$ cat src/hdl/u8sd_pkg.sv
package u8sd_pkg;

    localparam int unsigned PendDepth = 5;
    localparam int unsigned CpW       = 32;
    localparam int unsigned LenW      = 3;
    localparam int unsigned OutDataW  = 40;

    typedef logic [7:0] byte_t;

    // results produced by one input item: buffered bytes given back raw,
    // then an optional final result
    typedef struct packed {
        byte_t [PendDepth-1:0] raw;
        logic [LenW-1:0]       nraw;
        logic                  fin;
        logic [CpW-1:0]        cp;
        logic [LenW-1:0]       len;
        logic                  inv;
    } burst_t;

    // sequence length announced by a lead; 0 for a continuation byte
    function automatic logic [LenW-1:0] lead_len(input byte_t b);
        logic [LenW-1:0] r;
        r = 3'd0;
        if (b[7] == 1'b0)
            r = 3'd1;
        else if (b[7:5] == 3'b110)
            r = 3'd2;
        else if (b[7:4] == 4'b1110)
            r = 3'd3;
        else if (b[7:3] == 5'b11110)
            r = 3'd4;
        else if (b[7:2] == 6'b111110)
            r = 3'd5;
        else if (b[7:2] == 6'b111111)
            r = 3'd6;
        return r;
    endfunction

endpackage

$ cat src/hdl/u8sd_step.sv
module u8sd_step
(
    input  logic              clk,
    input  logic              rst_n,
    input  logic              accept,
    input  u8sd_pkg::byte_t   in_byte,
    input  logic              end_of_text,
    output logic              burst_valid,
    output u8sd_pkg::burst_t  burst
);

    u8sd_pkg::byte_t pend_reg [u8sd_pkg::PendDepth];
    logic [2:0]      pcount_reg, pcount_next;
    logic [2:0]      elen_reg, elen_next;

    logic            is_cont;
    logic            fresh;
    logic            do_lead;
    logic            wr_en;
    logic [2:0]      wr_idx;
    logic [2:0]      blen;
    logic [31:0]     seq_cp;

    assign is_cont = (in_byte[7:6] == 2'b10);
    assign fresh   = (pcount_reg == 3'd0) || (pcount_reg >= elen_reg);
    assign blen    = u8sd_pkg::lead_len(in_byte);

    always_comb
    begin
        case (elen_reg)
            3'd2: seq_cp = 32'({pend_reg[0][4:0], in_byte[5:0]});
            3'd3: seq_cp = 32'({pend_reg[0][3:0], pend_reg[1][5:0], in_byte[5:0]});
            3'd4: seq_cp = 32'({pend_reg[0][2:0], pend_reg[1][5:0], pend_reg[2][5:0],
                                in_byte[5:0]});
            3'd5: seq_cp = 32'({pend_reg[0][1:0], pend_reg[1][5:0], pend_reg[2][5:0],
                                pend_reg[3][5:0], in_byte[5:0]});
            3'd6: seq_cp = {pend_reg[0][1:0], pend_reg[1][5:0], pend_reg[2][5:0],
                            pend_reg[3][5:0], pend_reg[4][5:0], in_byte[5:0]};
            default: seq_cp = 32'(in_byte);
        endcase
    end

    always_comb
    begin
        pcount_next = pcount_reg;
        elen_next   = elen_reg;
        wr_en       = 1'b0;
        wr_idx      = pcount_reg;
        do_lead     = 1'b0;
        for (int i = 0; i < u8sd_pkg::PendDepth; i++)
        begin
            burst.raw[i] = pend_reg[i];
        end
        burst.nraw = 3'd0;
        burst.fin  = 1'b0;
        burst.cp   = 32'(in_byte);
        burst.len  = 3'd1;
        burst.inv  = 1'b1;

        if (fresh)
        begin
            do_lead = 1'b1;
        end
        else if (is_cont)
        begin
            if ((pcount_reg + 3'd1) == elen_reg)
            begin
                burst.fin   = 1'b1;
                burst.cp    = seq_cp;
                burst.len   = elen_reg;
                burst.inv   = 1'b0;
                pcount_next = 3'd0;
                elen_next   = 3'd0;
            end
            else if (end_of_text)
            begin
                burst.nraw  = pcount_reg;
                burst.fin   = 1'b1;
                pcount_next = 3'd0;
                elen_next   = 3'd0;
            end
            else
            begin
                wr_en       = 1'b1;
                pcount_next = pcount_reg + 3'd1;
            end
        end
        else
        begin
            burst.nraw = pcount_reg;
            do_lead    = 1'b1;
        end

        if (do_lead)
        begin
            pcount_next = 3'd0;
            elen_next   = 3'd0;
            if (blen == 3'd1)
            begin
                burst.fin = 1'b1;
                burst.inv = 1'b0;
            end
            else if ((blen == 3'd0) || end_of_text)
            begin
                burst.fin = 1'b1;
            end
            else
            begin
                wr_en       = 1'b1;
                wr_idx      = 3'd0;
                pcount_next = 3'd1;
                elen_next   = blen;
            end
        end
    end

    assign burst_valid = burst.fin || (burst.nraw != 3'd0);

    always_ff @(posedge clk or negedge rst_n)
    begin
        if (!rst_n)
        begin
            pcount_reg <= 3'd0;
            elen_reg   <= 3'd0;
        end
        else if (accept)
        begin
            pcount_reg <= pcount_next;
            elen_reg   <= elen_next;
        end
    end

    always_ff @(posedge clk)
    begin
        if (accept && wr_en)
        begin
            pend_reg[wr_idx] <= in_byte;
        end
    end

`ifndef SYNTHESIS
    // a partial sequence is always shorter than its announced length
    a_partial_short: assert property (@(posedge clk) disable iff (!rst_n)
        pcount_reg != 3'd0 |-> pcount_reg < elen_reg && elen_reg >= 3'd2 && elen_reg <= 3'd6)
        else $error("pending count out of range");

    a_state_hold: assert property (@(posedge clk) disable iff (!rst_n)
        !accept |=> $stable(pcount_reg) && $stable(elen_reg))
        else $error("decoder state changed without an item");
`endif

endmodule

$ cat src/hdl/utf8_stream_decoder.sv
// A result passes the burst register, which holds the item's results, then the output
// register. Throughput: 1 item per cycle while each byte gives at most one result and
// the output is not stalled; a byte that gives more (an interrupted sequence, up to 6)
// holds input while the single result register drains its burst, one result per cycle unless stalled.
// Reset: asynchronous, active low; clears the partial sequence and all valid flags.
module utf8_stream_decoder
(
    input  logic        clk,
    input  logic        rst_n,
    input  logic        s_axis_tvalid,
    output logic        s_axis_tready,
    input  logic [7:0]  s_axis_tdata,   // [7:0] in_byte
    input  logic        s_axis_tlast,   // end_of_text
    output logic        m_axis_tvalid,
    input  logic        m_axis_tready,
    output logic [39:0] m_axis_tdata,   // [31:0] code_point, [34:32] seq_length, rest zero
    output logic        m_axis_tuser,   // invalid
    output logic        m_axis_tlast    // run_last
);

    logic              accept;
    logic              step_valid;
    u8sd_pkg::burst_t  step_burst;

    u8sd_pkg::burst_t  burst_reg;
    logic              bvalid_reg, bvalid_next;
    logic [2:0]        idx_reg, idx_next;

    logic              out_valid_reg, out_valid_next;
    logic [31:0]       out_cp_reg;
    logic [2:0]        out_len_reg;
    logic              out_inv_reg;
    logic              out_last_reg;

    logic              pop;
    logic              is_raw;
    logic              last_pop;
    logic [31:0]       pop_cp;
    logic [2:0]        pop_len;
    logic              pop_inv;

    u8sd_step u_step
    (
        .clk         (clk),
        .rst_n       (rst_n),
        .accept      (accept),
        .in_byte     (s_axis_tdata),
        .end_of_text (s_axis_tlast),
        .burst_valid (step_valid),
        .burst       (step_burst)
    );

    assign pop    = bvalid_reg && (!out_valid_reg || m_axis_tready);
    assign is_raw = idx_reg < burst_reg.nraw;

    always_comb
    begin
        if (is_raw)
        begin
            pop_cp   = 32'(burst_reg.raw[idx_reg]);
            pop_len  = 3'd1;
            pop_inv  = 1'b1;
            last_pop = ((idx_reg + 3'd1) == burst_reg.nraw) && !burst_reg.fin;
        end
        else
        begin
            pop_cp   = burst_reg.cp;
            pop_len  = burst_reg.len;
            pop_inv  = burst_reg.inv;
            last_pop = 1'b1;
        end
    end

    assign s_axis_tready = !bvalid_reg || (pop && last_pop);
    assign accept        = s_axis_tvalid && s_axis_tready;

    always_comb
    begin
        bvalid_next = bvalid_reg;
        idx_next    = idx_reg;
        if (pop)
        begin
            if (last_pop)
            begin
                bvalid_next = 1'b0;
                idx_next    = 3'd0;
            end
            else
            begin
                idx_next = idx_reg + 3'd1;
            end
        end
        if (accept && step_valid)
        begin
            bvalid_next = 1'b1;
            idx_next    = 3'd0;
        end
        out_valid_next = out_valid_reg;
        if (pop)
            out_valid_next = 1'b1;
        else if (m_axis_tready)
            out_valid_next = 1'b0;
    end

    always_ff @(posedge clk or negedge rst_n)
    begin
        if (!rst_n)
        begin
            bvalid_reg    <= 1'b0;
            idx_reg       <= 3'd0;
            out_valid_reg <= 1'b0;
        end
        else
        begin
            bvalid_reg    <= bvalid_next;
            idx_reg       <= idx_next;
            out_valid_reg <= out_valid_next;
        end
    end

    always_ff @(posedge clk)
    begin
        if (accept && step_valid)
        begin
            burst_reg <= step_burst;
        end
        if (pop)
        begin
            out_cp_reg   <= pop_cp;
            out_len_reg  <= pop_len;
            out_inv_reg  <= pop_inv;
            out_last_reg <= last_pop;
        end
    end

    assign m_axis_tvalid = out_valid_reg;
    assign m_axis_tdata  = {5'd0, out_len_reg, out_cp_reg};
    assign m_axis_tuser  = out_inv_reg;
    assign m_axis_tlast  = out_last_reg;

`ifndef SYNTHESIS
    a_burst_nonempty: assert property (@(posedge clk) disable iff (!rst_n)
        bvalid_reg |-> (burst_reg.fin || burst_reg.nraw != 3'd0) && burst_reg.nraw <= 3'd5)
        else $error("empty or oversized burst held");

    a_idx_bound: assert property (@(posedge clk) disable iff (!rst_n)
        bvalid_reg |-> idx_reg <= burst_reg.nraw)
        else $error("burst index past the end");

    a_burst_hold: assert property (@(posedge clk) disable iff (!rst_n)
        bvalid_reg && !pop |-> !s_axis_tready ##1 (bvalid_reg && $stable(idx_reg)))
        else $error("stalled burst moved or input opened");

    a_valid_len: assert property (@(posedge clk) disable iff (!rst_n)
        out_valid_reg && !out_inv_reg |-> out_len_reg >= 3'd1 && out_len_reg <= 3'd6)
        else $error("decoded length out of range");
`endif

endmodule
$ cat config.mk
export PLATFORM = sky130hd
export DESIGN_NAME = utf8_stream_decoder
export DESIGN_NICKNAME = d
export VERILOG_FILES = /design/src/hdl/u8sd_pkg.sv /design/src/hdl/u8sd_step.sv /design/src/hdl/utf8_stream_decoder.sv
export SDC_FILE = /design/constraint.sdc
export NUM_CORES = 1
export LEC_CHECK = 0
export BUFFER_PORTS_ARGS = -buffer_cell sky130_fd_sc_hd__clkbuf_2
export CORE_ASPECT_RATIO = 0.8
export CORE_UTILIZATION = 31
export CTS_BUF_LIST = sky130_fd_sc_hd__clkbuf_2
export DETAILED_ROUTE_END_ITERATION = 12
export SLEW_MARGIN = 20
export SYNTH_ARGS = -nofsm -noshare
export SYNTH_HDL_FRONTEND = slang
export SYNTH_HIERARCHICAL = 1
export SYNTH_SLANG_ARGS = --single-unit
$ cat constraint.sdc
create_clock -name clk -period 16.1 [get_ports clk]
set_clock_uncertainty 0.2 [all_clocks]
set_input_delay 3.22 -clock clk [delete_from_list [all_inputs] [get_ports clk]]
set_output_delay 3.22 -clock clk [all_outputs]
set_load 0.01 [all_outputs]
==> impl_metrics.toml, run 1 <==
[cts]
clock_sinks = 168
cts.reportedPaths.clkPinSlew_ns = 0.21
cts_tree = "done"
post_cts_resize_count = 0
cts-root-buf = "clkbuf_2"
clkLatencyLatePin_ns = 0.69
cts_made_buffers = 17
cts_max_path_buffers = 2
htreeDepth = 4
post_cts_hold_buffer_count = 0
postCtsSetupRepairBufs = 0

[timing]
finalHoldViolations = 0
rsz0062_at_grt = "no"
finalSetupTns_ns = 0
fmax_mhz = 130.0
tightest_slew_ns = 1.164
max-slew-margin-rel = 0.2225
post-route-period-util = 0.4778
period_needed_ns = 7.693
slew_violations = 0
final-setup-viol-count = 0

[yosys]
avgSynthCellArea_um2 = 14.99
synth-edff-count = 157
synth.distinct_cells = 60
ys.flop_type = "edfxtp_1"
seq_area_frac_synth = 0.7038
synth_seq_cells = 168
async_reset_ff_frac = 0.06548
netlist_instances = 473
netlist_area_um2 = 7089
yosysWarnings = 6

[global_route]
grt_pass1_vias = 4026
grtUsageTotal = 0.1323
grt_antenna_before_repair = 2
grt_max_degree = 81
grt_first_pass_wirelength_um = 22730
grt_overflow = 0

[place]
dpl.cell_count = 815
dp_hpwl_um = 9770
port_buffers = 51
place.gp.congestion = 0.8623

[route]
routed_wl_um = 14800
final_antenna_net_count = 0
vias = 4111
drt_iter0_markers = 389
routed_via_density = 4.848
post_drt_wl_per_cell_um = 17.45
route.detailed.drc = 0
drt_pass1_iterations = 5

[layout]
instances_no_fill = 848
nets = 551
drive_above_1_share = 0.2126
largest_reg_flops = 80
syn_to_final_growth_pct = 12.16

[power]
ir_worst_vdd_mv = 0.05578
p_leak_nw = 2.769
p_seq_frac = 0.509
internal_power_mw = 0.8528
power_density_nw_per_um2 = 163.0
switching_power_mw = 0.4436
switching_share = 0.3422
combPwrFrac = 0.318
p_clk_frac = 0.173

[status]
status = "completed"

[setup_path]
path_max_fanout = 5
arrival_ns = 4.27
cp-end-kind = "output pin"
crit_start = "m_axis_tready"
worstPathRequired_ns = 12.68
crit_path_frequent_cell = "clkbuf_2"
cp_cell_sequence = "clkbuf_2, nand2b_1, and4_4, or3_4, clkbuf_2"
crit_type = "in2out"
slowest_delay_ns = 0.38
r2r-start = "u_step/elen_reg[1]$_DFFE_PN0P_"
startpoint_type = "input pin"
critPathSlowestCell = "or3_4"

[floorplanning]
core.rowCount = 49
start_util = 0.3159
die_w_um = 171.1
coreArea_um2 = 22440
die_area_um2 = 23480
die_h_um = 137.3
num_io_pins = 57

[job]
timing.max_cap.violations = 0

[worst_hold_path]
hp-start = "u_step/pend_reg[2][7]$_DFFE_PP_"
hold_class = "reg2reg"
-- stage by stage --
stage / hold slack (ns) / instance area, um^2 / power [mW] / setup WS (ns) / utilization
after global placement: 0.2046 / 7676 / 1.068 / 8.451 / 0.3421
after CTS: 0.2378 / 7929 / 1.306 / 8.412 / 0.3534
after floorplan: 0.2003 / 7104 / 0.9470 / 7.968 / -
final: 0.2411 / 7951 / 1.296 / 8.407 / 0.3544
after detailed placement: 0.2071 / 7689 / 1.085 / 8.414 / 0.3426
after global routing: 0.2401 / 7949 / 1.375 / 8.352 / 0.3542
-- cells in the mapped netlist, types with 5 or more instances --
master / count / area share
o2bb2ai_1: 9 / 0.011
nor2_1: 24 / 0.013
ha_1: 9 / 0.016
edfxtp_1: 157 / 0.67
and2_1: 36 / 0.032
nand2_1: 27 / 0.014
nand3b_1: 5 / 0.0053
buf_4: 11 / 0.012
mux4_2: 8 / 0.025
mux2i_1: 11 / 0.016
inv_1: 15 / 0.0079
o21ai_1: 9 / 0.0064
dfrtp_1: 11 / 0.039
o21ai_0: 6 / 0.0042
nor2b_1: 6 / 0.0053
nand2b_1: 11 / 0.0097
clkbuf_1: 13 / 0.0069
a21oi_1: 28 / 0.020
a22oi_1: 10 / 0.011
-- per-layer routing --
layer	share of wire	vias to the layer above	global-route usage
met5	0.00074	-	0
met4	0.020	2	0.04464
li1	-	1894	-
met3	0.072	26	0.04826
met2	0.48	143	0.2123
met1	0.43	2046	0.1651
-- power groups by stage --
stage / combinational, mW / sequential, mW / clock [mW]
2_1_floorplan: 0.263 / 0.684 / 0
3_3_place_gp: 0.397 / 0.671 / 0
3_5_place_dp: 0.410 / 0.675 / 0
4_1_cts: 0.411 / 0.664 / 0.232
5_1_grt: 0.453 / 0.672 / 0.250
6_report: 0.412 / 0.660 / 0.225
-- area by class of cell --
type / count / area [um^2]
Clock buffer: 17 / 85.08
Clock inverter: 14 / 155.1
Multi-Input combinational cell: 266 / 1937
Timing Repair Buffer: 61 / 342.8
Antenna cell: 1 / 2.502
Tap cell: 306 / 382.9
Sequential cell: 168 / 4990
Inverter: 15 / 56.30
Fill cell: 2190 / 14490
-- path summary, 6_finish.rpt --
path / depth (start not counted) / slack [ns] / endpoint
min: 0 / 0.24 / burst_reg[63]$_DFFE_PP_
min reg2reg: 0 / 0.24 / burst_reg[63]$_DFFE_PP_
max: 5 / 8.41 / s_axis_tready
min in group asynchronous: 1 / 2.17 / m_axis_tvalid$_DFFE_PN0P_
max in group asynchronous: 1 / 13.25 / u_step/elen_reg[2]$_DFFE_PN0P_
max reg2reg: 10 / 12.26 / burst_reg[29]$_DFFE_PP_
-- cell families (layout without fill, tap and decap cells) --
family,count (synthesis),count (layout),share of synthesized area
flops,168,168,0.7038
simple gates,138,138,0.1100
compound gates,89,89,0.08754
buf+inv,43,107,0.02895
mux,21,21,0.04412
fa+ha+maj,9,9,0.01588
xor+xnor,4,4,0.009177
other cells,1,6,0.0005290
-- cells in the final DEF (no fill, tap or decap), types with 3 or more instances in the layout --
| cell type | n |
|---|---|
| a21oi_1 | 28 |
| mux2i_1 | 11 |
| nand3b_1 | 5 |
| ha_1 | 9 |
| nor2_1 | 23 |
| nor2b_1 | 5 |
| a22o_1 | 3 |
| nand4_1 | 3 |
| buf_4 | 9 |
| edfxtp_1 | 157 |
| conb_1 | 5 |
| clkinvlp_4 | 3 |
| nand2b_1 | 11 |
| bufinv_16 | 3 |
| clkinv_1 | 4 |
| clkbuf_2 | 68 |
| nand3_1 | 3 |
| a22oi_1 | 10 |
| nand2_1 | 27 |
| o21ai_0 | 6 |
| mux4_2 | 8 |
| and2_1 | 36 |
| nor3b_1 | 3 |
| o21ai_1 | 9 |
| inv_1 | 15 |
| dfrtp_1 | 11 |
| o2bb2ai_1 | 9 |
| and3_1 | 3 |
-- critical path: cells and delay by family --
| family | cells | cell delay, ns |
|---|---|---|
| AND/OR/NAND/NOR | 3 | 0.83 |
| buffers and inverters | 2 | 0.23 |
Power figures use the tool's default switching activity.
==> run 2, diff against run 1 <==
==> constraint.sdc (replaced) <==
create_clock -name clk -period 7.29 [get_ports clk]
set_clock_uncertainty 0.2 [all_clocks]
set_input_delay 1.458 -clock clk [delete_from_list [all_inputs] [get_ports clk]]
set_output_delay 1.458 -clock clk [all_outputs]
set_load 0.01 [all_outputs]
==> run 2 against run 1 <==
  * Power up 120%
  * Sequential share of layout area about the same
  * Combinational power up 120%
  * Final area about the same
  * Die area unchanged
  * Clock power up 130%
  * Critical path depth unchanged
  * Final cell count down 0.12%
  * First-iteration DRC count up 40%
  * Register-to-register slack worse by 8.8 ns
==> impl_metrics.toml, run 2 (synthesis results as in run 1) <==
[status]
status = "completed"

[route]
drt_iter0_markers = 543
post_drt_wl_per_cell_um = 17.63
routed_via_density = 4.872
final_antenna_net_count = 0
routed_wl_um = 14930
vias = 4127
drt_pass1_iterations = 6
route.detailed.drc = 0

[cts]
post_cts_hold_buffer_count = 0
cts_made_buffers = 17
htreeDepth = 4
cts-root-buf = "clkbuf_2"
cts_tree = "done"
cts.reportedPaths.clkPinSlew_ns = 0.22
postCtsSetupRepairBufs = 0
post_cts_resize_count = 0
clkLatencyLatePin_ns = 0.74
cts_max_path_buffers = 2
clock_sinks = 168

[layout]
instances_no_fill = 847
nets = 550
design_area_um2 = 7950
largest_reg_flops = 80
final_common_cell = "edfxtp_1"
syn_to_final_growth_pct = 12.14
fillers = 2151
drive_above_1_share = 0.2181
final_cell_mix = "edfxtp_1, clkbuf_2, and2_1"
diodes = 0

[timing]
period_needed_ns = 4.698
post-route-period-util = 0.6444
rsz0062_at_grt = "no"
finalHoldViolations = 0
finalSetupTns_ns = 0
final-setup-viol-count = 0
max-slew-margin-rel = 0.2817
tightest_slew_ns = 1.066
slew_violations = 0
fmax_mhz = 212.9
final_critical_path_setup_slack_ns = 2.592

[worst_hold_path]
hold_class = "reg2reg"
hp-start = "u_step/pend_reg[0][7]$_DFFE_PP_"
whs_endpoint = "burst_reg[47]$_DFFE_PP_"
hold_depth = 0

[floorplanning]
die_area_um2 = 23480
die_h_um = 137.3
core.rowCount = 49
num_io_pins = 57
die_w_um = 171.1
coreArea_um2 = 22440
start_util = 0.3159

[global_route]
grt_use_met2 = 0.2179
met3_usage = 0.03447
grtUsageTotal = 0.1326
grt_pass1_vias = 4085
grtUsageMet1 = 0.1689
busiest_layer = "met2"
grt_first_pass_wirelength_um = 22790
grt_max_degree = 81
grt_overflow = 0
grt_antenna_before_repair = 0

[setup_path]
crit_type = "reg2out"
critPathSlowestCell = "dfrtp_1"
reg2reg_depth = 8
cp_cell_sequence = "ha_1, xnor3_1, and4_4, or3_4, clkbuf_2"
r2r-start = "idx_reg[0]$_DFFE_PN0P_"
arrival_ns = 3.04
slowest_delay_ns = 0.93
r2r_slack_ns = 3.50
worstPathRequired_ns = 5.63
cp-end-kind = "output pin"
startpoint_type = "flop"
path_max_fanout = 13
r2r_end = "u_step/pend_reg[0][7]$_DFFE_PP_"

[place]
place.gp.congestion = 0.8810
preCtsSetupSlack_ns = 3.078
dpl.cell_count = 814
port_buffers = 51
dpl_cell_area_um2 = 7669
dp_hpwl_um = 9918

[power]
power_mw = 2.865
power_density_nw_per_um2 = 360.4
ir_worst_vdd_mv = 0.1890
p_leak_nw = 2.763

[job]
timing.max_cap.violations = 0
[run 2: changes by cell type in the layout (fill, tap and decap cells not counted), sizes merged]
| cell | previous run | this run |
|---|---|---|
| inv | 17 | 15 |
| clkinvlp | 3 | 6 |
| diode | 1 | 0 |
| clkbuf | 68 | 71 |
| clkinv | 6 | 3 |
| buf | 10 | 9 |
[run 2: report_power, final]
group | internal (mW) | leakage [nW] | switching, mW
sequential | 1.36 | 1.61 | 0.0980
clock | 0.193 | 0.136 | 0.318
combinational | 0.343 | 1.02 | 0.558
total | 1.89 | 2.76 | 0.974
[run 2: stage by stage]
step / utilization / hold WS, ns
2_1_floorplan: - / 0.2003
3_3_place_gp: 0.3418 / 0.2038
3_5_place_dp: 0.3418 / 0.2072
4_1_cts: 0.3530 / 0.2454
5_1_grt: 0.3543 / 0.2645
6_report: 0.3543 / 0.2429
[run 2: how the worst max path moves through the flow]
stage                           start                              end  slack, ns  depth (start not counted)
2_1_floorplan         s_axis_tdata[6]           burst_reg[0]$_DFFE_PP_       0.92                          6
4_1_cts        idx_reg[0]$_DFFE_PN0P_                    s_axis_tready       2.48                          5
5_1_grt        idx_reg[0]$_DFFE_PN0P_                    s_axis_tready       2.37                          5
6_report       idx_reg[0]$_DFFE_PN0P_                    s_axis_tready       2.59                          5
3_3_place_gp            m_axis_tready                    s_axis_tready       3.15                          5
3_5_place_dp          s_axis_tdata[6]  u_step/pend_reg[2][5]$_DFFE_PP_       3.08                          6
[run 2: area by class of cell]
type,instances,area [um^2],area share
Clock buffer,20,100.1,0.01259
Clock inverter,12,152.6,0.01920
Timing Repair Buffer,60,335.3,0.04218
Multi-Input combinational cell,266,1933,0.2432
Inverter,15,56.30,0.007082
Tap cell,306,382.9,0.04816
Sequential cell,168,4990,0.6276
[run 2: per-layer routing]
layer  vias to the layer above  wire length, um  part of all wire
li1                       1899                -                 -
met1                      2013             6355              0.43
met2                       189             7176              0.48
met3                        26             1107             0.074
met4                         0              293             0.020
met5                         -                0                 0
[run 2: critical path, delay by kind of cell (launching register included)]
kind | cells | cell delay [ns]
xor gates and xnor gates | 1 | 0.34
adders and majority gates | 1 | 0.31
buffers and inverters | 1 | 0.14
DFF | 1 | 0.93
and+or+nand+nor | 2 | 0.60
